===== src/hdl/assert_macros.svh =====
// Assertion macros for the matcher RTL.
`ifndef ASSERT_MACROS_SVH
`define ASSERT_MACROS_SVH

// Condition must hold at every clock edge outside reset.
`define ASSERT_ALWAYS(label, cond, msg) \
  label: assert property (@(posedge clk) disable iff (rst) (cond)) else $error(msg);

// Antecedent this cycle implies consequent in the next cycle.
`define ASSERT_NEXT(label, ante, cons, msg) \
  label: assert property (@(posedge clk) disable iff (rst) (ante) |=> (cons)) else $error(msg);

`endif


===== src/hdl/spm_pkg.sv =====
// Types and constants for the substring presence matcher.
package spm_pkg;

  // Default pattern capacity in bytes
  localparam int MAX_PATTERN_DEF = 32;

  // Word kinds
  localparam logic OP_PATTERN = 1'b0;
  localparam logic OP_TEXT    = 1'b1;

  // Byte that ends a pattern early
  localparam logic [7:0] END_BYTE = 8'h00;

  typedef struct packed {
    logic       op;
    logic [7:0] byte_value;
    logic       last;
  } in_word_t;

  typedef struct packed {
    logic found;
    logic overflow;
  } out_word_t;

  // Per-cell controls from the sequencer
  typedef struct packed {
    logic load;   // capture the incoming byte as pattern byte
    logic shift;  // advance the match bit with the incoming text byte
    logic clear;  // drop the match bit
  } cell_ctrl_t;

endpackage


===== src/hdl/substring_presence_matcher_core.sv =====
// Top level of the substring presence matcher: sequencer, cell chain, result register.
//
// Usage: words enter on in_data with in_valid/in_stall. A word with op = pattern
// carries one pattern byte; a zero byte ends the pattern early, and last = 1
// closes it. A pattern word after a closed pattern starts a new pattern. Words
// with op = text stream the text; the word with last = 1 ends the text.
// One result word (found, overflow) leaves on out_data with out_valid/out_stall
// for every text word with last = 1; other words give no result.
// Each of the MAX_PATTERN cells holds one pattern byte and one partial-match
// bit and compares its byte against the text byte in parallel, so one word is
// taken every cycle unless in_stall is high. The result appears in the cycle after
// its last text word. The result register lets the next word enter while a result
// is being taken; only when a result waits and out_stall is high does in_stall go high.
// Reset (rst, synchronous) empties the pattern and the search state and drops
// any pending result. A pattern longer than MAX_PATTERN sets overflow and
// reports not found; an empty pattern is always found.
`include "assert_macros.svh"

module substring_presence_matcher_core
  import spm_pkg::*;
#(
  parameter int MAX_PATTERN = MAX_PATTERN_DEF
) (
  input  logic      clk,
  input  logic      rst,
  input  logic      in_valid,
  output logic      in_stall,
  input  in_word_t  in_data,
  output logic      out_valid,
  input  logic      out_stall,
  output out_word_t out_data
);

  localparam int LEN_W = $clog2(MAX_PATTERN + 1);
  localparam int IDX_W = (MAX_PATTERN > 1) ? $clog2(MAX_PATTERN) : 1;
  localparam logic [LEN_W-1:0] LEN_MAX = LEN_W'(MAX_PATTERN);

  logic [LEN_W-1:0] len, len_next;
  logic             closed, closed_next;
  logic             ended, ended_next;
  logic             overflow, overflow_next;
  logic             found, found_next;

  logic             accept;
  logic             is_text;
  logic             restart;
  logic [LEN_W-1:0] len_eff;
  logic             ended_eff;
  logic             pat_write;
  logic             search_clear;
  logic             hit;
  logic             found_acc;
  logic             result_load;
  logic [IDX_W-1:0] hit_idx;

  logic [MAX_PATTERN-1:0] match_q;
  logic [MAX_PATTERN-1:0] match_nx;

  // Handshake
  assign in_stall = out_valid && out_stall;
  assign accept   = in_valid && !in_stall;
  assign is_text  = (in_data.op == OP_TEXT);

  // Pattern word after a closed pattern starts over
  assign restart   = !is_text && closed;
  assign len_eff   = restart ? '0 : len;
  assign ended_eff = restart ? 1'b0 : ended;
  assign pat_write = accept && !is_text && !ended_eff &&
                     (in_data.byte_value != END_BYTE) && (len_eff != LEN_MAX);

  // Search state clears on a new pattern and after the end of text
  assign search_clear = accept && ((restart) || (is_text && in_data.last));

  // Tail cell of the pattern decides a hit
  assign hit_idx   = IDX_W'(len - LEN_W'(1));
  assign hit       = (len == '0) || match_nx[hit_idx];
  assign found_acc = found || hit;

  assign result_load = accept && is_text && in_data.last;

  // Cell chain
  for (genvar i = 0; i < MAX_PATTERN; i++) begin : g_cell
    cell_ctrl_t ctrl;
    logic       link;

    assign ctrl.load  = pat_write && (len_eff == LEN_W'(i));
    assign ctrl.shift = accept && is_text && (LEN_W'(i) < len);
    assign ctrl.clear = search_clear;

    if (i == 0) begin : g_head
      assign link = 1'b1;
    end else begin : g_link
      assign link = match_q[i-1];
    end

    spm_cell u_cell (
      .clk      (clk),
      .rst      (rst),
      .ctrl     (ctrl),
      .data     (in_data.byte_value),
      .match_in (link),
      .match_q  (match_q[i]),
      .match_nx (match_nx[i])
    );
  end

  // Sequencer next state
  always_comb begin
    len_next      = len;
    closed_next   = closed;
    ended_next    = ended;
    overflow_next = overflow;
    found_next    = found;
    if (accept) begin
      if (!is_text) begin
        len_next      = len_eff;
        ended_next    = ended_eff;
        overflow_next = restart ? 1'b0 : overflow;
        found_next    = restart ? 1'b0 : found;
        if (!ended_eff) begin
          if (in_data.byte_value == END_BYTE) begin
            ended_next = 1'b1;
          end else if (len_eff != LEN_MAX) begin
            len_next = len_eff + LEN_W'(1);
          end else begin
            overflow_next = 1'b1;
          end
        end
        closed_next = in_data.last;
      end else begin
        closed_next = 1'b1;
        found_next  = in_data.last ? 1'b0 : found_acc;
      end
    end
  end

  // Sequencer registers
  always_ff @(posedge clk) begin
    if (rst) begin
      len      <= '0;
      closed   <= 1'b0;
      ended    <= 1'b0;
      overflow <= 1'b0;
      found    <= 1'b0;
    end else begin
      len      <= len_next;
      closed   <= closed_next;
      ended    <= ended_next;
      overflow <= overflow_next;
      found    <= found_next;
    end
  end

  // Result register
  always_ff @(posedge clk) begin
    if (rst) begin
      out_valid <= 1'b0;
    end else if (result_load) begin
      out_valid <= 1'b1;
    end else if (!out_stall) begin
      out_valid <= 1'b0;
    end
  end

  always_ff @(posedge clk) begin
    if (result_load) begin
      out_data.found    <= found_acc && !overflow;
      out_data.overflow <= overflow;
    end
  end

  // Checks
  `ASSERT_ALWAYS(a_len_bound, len <= LEN_MAX, "pattern length beyond capacity")
  `ASSERT_ALWAYS(a_ovf_full, !overflow || (len == LEN_MAX), "overflow with room left")
  `ASSERT_ALWAYS(a_ovf_not_found, !out_valid || !(out_data.found && out_data.overflow),
                 "found reported with overflow")
  `ASSERT_NEXT(a_result_follows, result_load, out_valid, "end of text gave no result")

endmodule


===== src/hdl/spm_cell.sv =====
// One matcher cell: a pattern byte and the partial-match bit that ends on it.
module spm_cell
  import spm_pkg::*;
(
  input  logic       clk,
  input  logic       rst,
  input  cell_ctrl_t ctrl,
  input  logic [7:0] data,
  input  logic       match_in,
  output logic       match_q,
  output logic       match_nx
);

  logic [7:0] pat;

  // Prefix matched up to the left neighbor and this byte agrees
  assign match_nx = match_in && (pat == data);

  // Pattern byte storage
  always_ff @(posedge clk) begin
    if (ctrl.load) begin
      pat <= data;
    end
  end

  // Partial-match bit, handed to the right neighbor
  always_ff @(posedge clk) begin
    if (rst) begin
      match_q <= 1'b0;
    end else if (ctrl.clear) begin
      match_q <= 1'b0;
    end else if (ctrl.shift) begin
      match_q <= match_nx;
    end
  end

endmodule

===== config.mk =====
export PLATFORM = sky130hd
export DESIGN_NAME = substring_presence_matcher_core
export DESIGN_NICKNAME = d
export VERILOG_FILES = /design/src/hdl/spm_pkg.sv /design/src/hdl/substring_presence_matcher_core.sv /design/src/hdl/spm_cell.sv
export VERILOG_INCLUDE_DIRS = /design/src /design/src/hdl
export SDC_FILE = /design/constraint.sdc
export NUM_CORES = 1
export LEC_CHECK = 0
export CAP_MARGIN = 20
export CELL_PAD_IN_SITES_DETAIL_PLACEMENT = 1
export CELL_PAD_IN_SITES_GLOBAL_PLACEMENT = 2
export CORE_MARGIN = 1
export CORE_UTILIZATION = 40
export CTS_CLUSTER_DIAMETER = 60
export CTS_CLUSTER_SIZE = 28
export DETAILED_ROUTE_END_ITERATION = 10
export DONT_BUFFER_PORTS = 1
export GPL_ROUTABILITY_DRIVEN = 0
export PLACE_DENSITY_LB_ADDON = 0.25
export SKIP_CTS_REPAIR_TIMING = 1
export SLEW_MARGIN = 10
export SYNTH_ARGS = -nofsm -noshare
export SYNTH_HDL_FRONTEND = slang
export SYNTH_HIERARCHICAL = 1
export SYNTH_SLANG_ARGS = --single-unit

===== constraint.sdc =====
create_clock -name clk -period 4 [get_ports clk]
set_input_delay 0.4 -clock clk [delete_from_list [all_inputs] [get_ports clk]]
set_output_delay 0.4 -clock clk [all_outputs]
set_load 0.005 [all_outputs]

# After elaboration in Yosys (flattened, before gate mapping)
# Index checks and enable logic that the tools add are counted.
[totals]
input_bits = 14
regBits = 300
word_cells = 311
out_inout_bits = 4
[op_classes]
n_addsub = 2
n_lt_le_gt_ge = 32
reduce_logical = 121
n_eq_ne = 65
muxes = 19
bitwise_logic = 1
[ops]
columns = ["cell", "n"]
rows = [
  ["$eq A8 B8 Y1", 32],
  ["$logic_and A1 B1 Y1", 106],
  ["$eq A6 B5 Y1 const B", 16],
  ["$lt A5 B6 Y1 const A", 15],
  ["$eq A6 B4 Y1 const B", 8],
  ["$lt A4 B6 Y1 const A", 8],
  ["$eq A6 B3 Y1 const B", 4],
  ["$lt A3 B6 Y1 const A", 4],
  ["$mux W6", 4],
  ["$mux W1", 14],
  ["$eq A6 B2 Y1 const B", 2],
  ["$logic_not A6 Y1", 2],
  ["$lt A1 B6 Y1 const A", 2],
  ["$lt A2 B6 Y1 const A", 2],
  ["$logic_not A8 Y1", 1],
  ["$reduce_bool A8 Y1", 1],
  ["$add A6 B1 Y6 const B", 1],
  ["$eq A6 B1 Y1 const B", 1],
  ["$lt A5 B6 Y1 const B", 1],
  ["$ne A6 B6 Y1 const B", 1],
  ["$bmux W1 S5", 1],
  ["$sub A5 B1 Y5 const B", 1],
  ["$logic_not A1 Y1", 4],
  ["$reduce_and A2 Y1", 2],
  ["other kinds (5)", 7],
]

# Longest topological paths before layout
[depth]
ltp_word = 8
mapped_depth = 10
ltp_nobuf = 9

# Hierarchy
# Netlist, hierarchy kept.
[by_module_without_submodules]
columns = ["mod", "instances", "area_each_um2", "seq_area_each_um2", "cells_each"]
rows = [
  ["spm_cell", 32, 376.6, 260.2, 24],
  ["substring_presence_matcher_core", 1, 1873.0, 280.3, 272],
]

# Worst setup path before layout
# No wires, ideal clock.
[synth_timing]
path_type = "in2reg"
startpoint = "in in_data[9] (netlist name)"
endpoint = "reg g_cell[0].u_cell.match_q"
n_path_buf = 2
arrival_time_ps = 3595
path_stages = 6
setup_slack_ps = 289
cell_sequence = "buf_2 nand2b_1 clkbuf_1 a21oi_1 nor2_1 a31o_1"
[synth_lines]
columns = ["item", "line", "text"]
rows = [
  ["from (decl)", "substring_presence_matcher_core.sv:28", "input in_word_t in_data,"],
  ["to (signal assigned)", "spm_cell.sv:33", "match_q <= match_nx;"],
  ["to (decl)", "spm_cell.sv:10", "output logic match_q,"],
]

==> run_results.csv <==
group,metric,value,unit
worst_setup_path,cpMaxStageDelayCell,"nor2_1",
power,p_switching,1565,µW
detailed_routing,vias,8210,
sta,slew_headroom,42.28,%
clocking,numCtsBuffers,27,
synthesis,postSynthCellCount,1035,
sta,tns,0,ns
detailed_routing,first_iter_violations,532,
finish,layout_common_cells,"258 x edfxtp_1, 257 x xnor2_1, 95 x nor2_1, 58 x nand2_1, 42 x dfxtp_1",
global_routing,track_usage,18.12,%
power,p_comb_share,5.4,%
sta,hold_violations,0,
global_routing,grt_overflow,0,
detailed_routing,totalWireLength,36880,µm
worst_setup_path,reg2reg_setup_slack,0.53,ns
sta,grt_setup_unrepaired,"false",
die,ios,18,
power,p_per_area,428.1,mW/mm²
worst_setup_path,critPathMaxStageDelay,0.70,ns
detailed_routing,ant_nets,0,
die,die_y,188.3,µm
worst_setup_path,crit_chain,"inv_1, nor2_1, inv_1, ha_1, nand4_1, nor3b_2, nand2_1, nor2_1",
global_routing,grt_pass1_wl,49310,µm
place,hpwl,18570,µm
finish,fillers,3419,
power,peakVddDrop,0.3425,mV
finish,diodes,0,
die,start_util,40.98,%
worst_hold_path,min_to,"out_valid$_SDFFE_PP0P_",
detailed_routing,firstDrtPassIters,7,
sta,hold_slack,0.03699,ns
worst_hold_path,min_path_cells,2,
power,leakagePower,0.004570,µW
power,fin_total_pwr,6680,µW
finish,fin_area,0.01560,mm²
die,dieArea,0.03545,mm²
detailed_routing,vias_per_cell,5.373,
synthesis,synthesis.nets,1055,
sta,clock_skew,0.01447,ns
synthesis,syn_area,0.01388,mm²
job,cap_violations,0,
worst_hold_path,holdCritPathClass,"input port to flip-flop",
power,p_clk_share,43.6,%
sta,finalWorstSetupSlack,0.5339,ns
clocking,clockRootBuffer,"clkbuf_16",
synthesis,ys_warn_count,6,
clocking,clockBufferDepth,3,
finish,final_common_cell,"edfxtp_1",
sta,max_slew.worst_pin.slew,0.8579,ns
sta,final-max-slew-violation-count,0,
worst_setup_path,arrival,3.65,ns
die,rows,67,
sta,clock.fmax,0.2885,GHz
clocking,clock_latency,0.56,ns
sta,min_period_over_period,86.65,%
sta,setup_violations,0,
worst_hold_path,worstHoldStart,"out_stall",
global_routing,grt_start_max_net_pins,74,
detailed_routing,drc,0,
place,dpl-instance-area,0.01441,mm²
status,status,"complete, no violations",
synthesis,avgSynthCellArea,13.41,µm²
global_routing,grt_pass1_vias,8124,
power,swShare,23.43,%
power,pwr-share-seq,51.0,%
clocking,cts_tree,"built",
worst_setup_path,path_class,"flip-flop to flip-flop",
worst_setup_path,ff2ff_path_depth,8,
worst_setup_path,start_kind,"flip-flop",
sta,fin_crit,3.466,ns
worst_setup_path,cp_max_fo,12,
detailed_routing,drt-wirelength-per-cell,24.14,µm
clocking,clkTransAtPathRegs,0.07,ns
worst_setup_path,rr_startpoint,"len[1]$_SDFFE_PP0N_",
die,die_width,188.3,µm
worst_setup_path,r2r_end,"g_cell[28].u_cell/pat[4]$_DFFE_PP_",
finish,fin_nets,1079,
worst_setup_path,worstPathRequired,4.18,ns
clocking,htreeDepth,1,
place,io_buffers,0,
finish,syn2layout_area_growth,12.41,%
place,post-place-ws,0.5455,ns
global_routing,grt_antenna_before_repair,0,
clocking,clock_sinks,300,
worst_setup_path,crit_path_end_kind,"flip-flop",
power,p_int,5115,µW
die,fp.coreArea,0.03387,mm²
finish,layout-drive-gt1-share,10.46,%
power groups by stage:
stage	clock, µW	sequential [µW]	combinational (µW)
finish	2910	3410	358
floorplan	0	3480	234
detailed placement	0	3480	277
global placement	0	3480	268
CTS	2970	3410	278
global route	3070	3410	392
worst max path at each step:
stage	start	endpoint	slack, ns	cells past startpoint
2_1_floorplan	in_data[9]	g_cell[0].u_cell/match_q$_SDFFE_PP0P_	0.36	6
3_3_place_gp	len[1]$_SDFFE_PP0N_	g_cell[28].u_cell/pat[1]$_DFFE_PP_	0.67	8
3_5_place_dp	len[1]$_SDFFE_PP0N_	g_cell[28].u_cell/pat[4]$_DFFE_PP_	0.55	8
4_1_cts	len[1]$_SDFFE_PP0N_	g_cell[28].u_cell/pat[4]$_DFFE_PP_	0.52	8
5_1_grt	len[1]$_SDFFE_PP0N_	g_cell[28].u_cell/pat[4]$_DFFE_PP_	0.23	8
6_report	len[1]$_SDFFE_PP0N_	g_cell[28].u_cell/pat[4]$_DFFE_PP_	0.53	8
state kept, by name (all words and copies together) (netlist names):
signal / cells
found: 1
len: 6
out_valid: 1
g_cell.u_cell/match_q: 31
g_cell.u_cell/pat: 256
overflow: 1
ended: 1
out_data: 2
closed: 1
through the flow:
step           util (%)  cells
6_report          46.07   1528
5_1_grt           46.07   1528
4_1_cts           45.57   1519
3_5_place_dp      42.55   1469
3_3_place_gp      42.55   1469
2_1_floorplan         -   1035
metal layers:
metal	share of wire, %	routed length, µm	GRT usage (%)	vias up
li1	-	-	-	3842
met1	49	18130	27.46	4194
met2	45	16690	27.41	134
met3	3.9	1444	2.459	40
met4	1.7	616	4.221	0
met5	0	0	0	-
worst max-delay path: cells and delay by family, from the launching register on:
family	cells	cell delay [ns]
simple gates	5	1.97
flops	1	0.63
buf+inv	2	0.25
fa+ha+maj	1	0.24
cell type report:
type                    instances  area, µm²  share of cell area, %
multi-input cells             701       5149                  33.00
clock buffers                  29      693.2                  4.443
clock inverters                21      329.1                  2.109
well taps                     448      560.5                  3.593
repair buffers                 19      245.2                  1.572
inverters                      10      37.54                 0.2406
flip-flops and latches        300       8588                  55.04
Note: power is estimated with default switching activity, not from simulation.
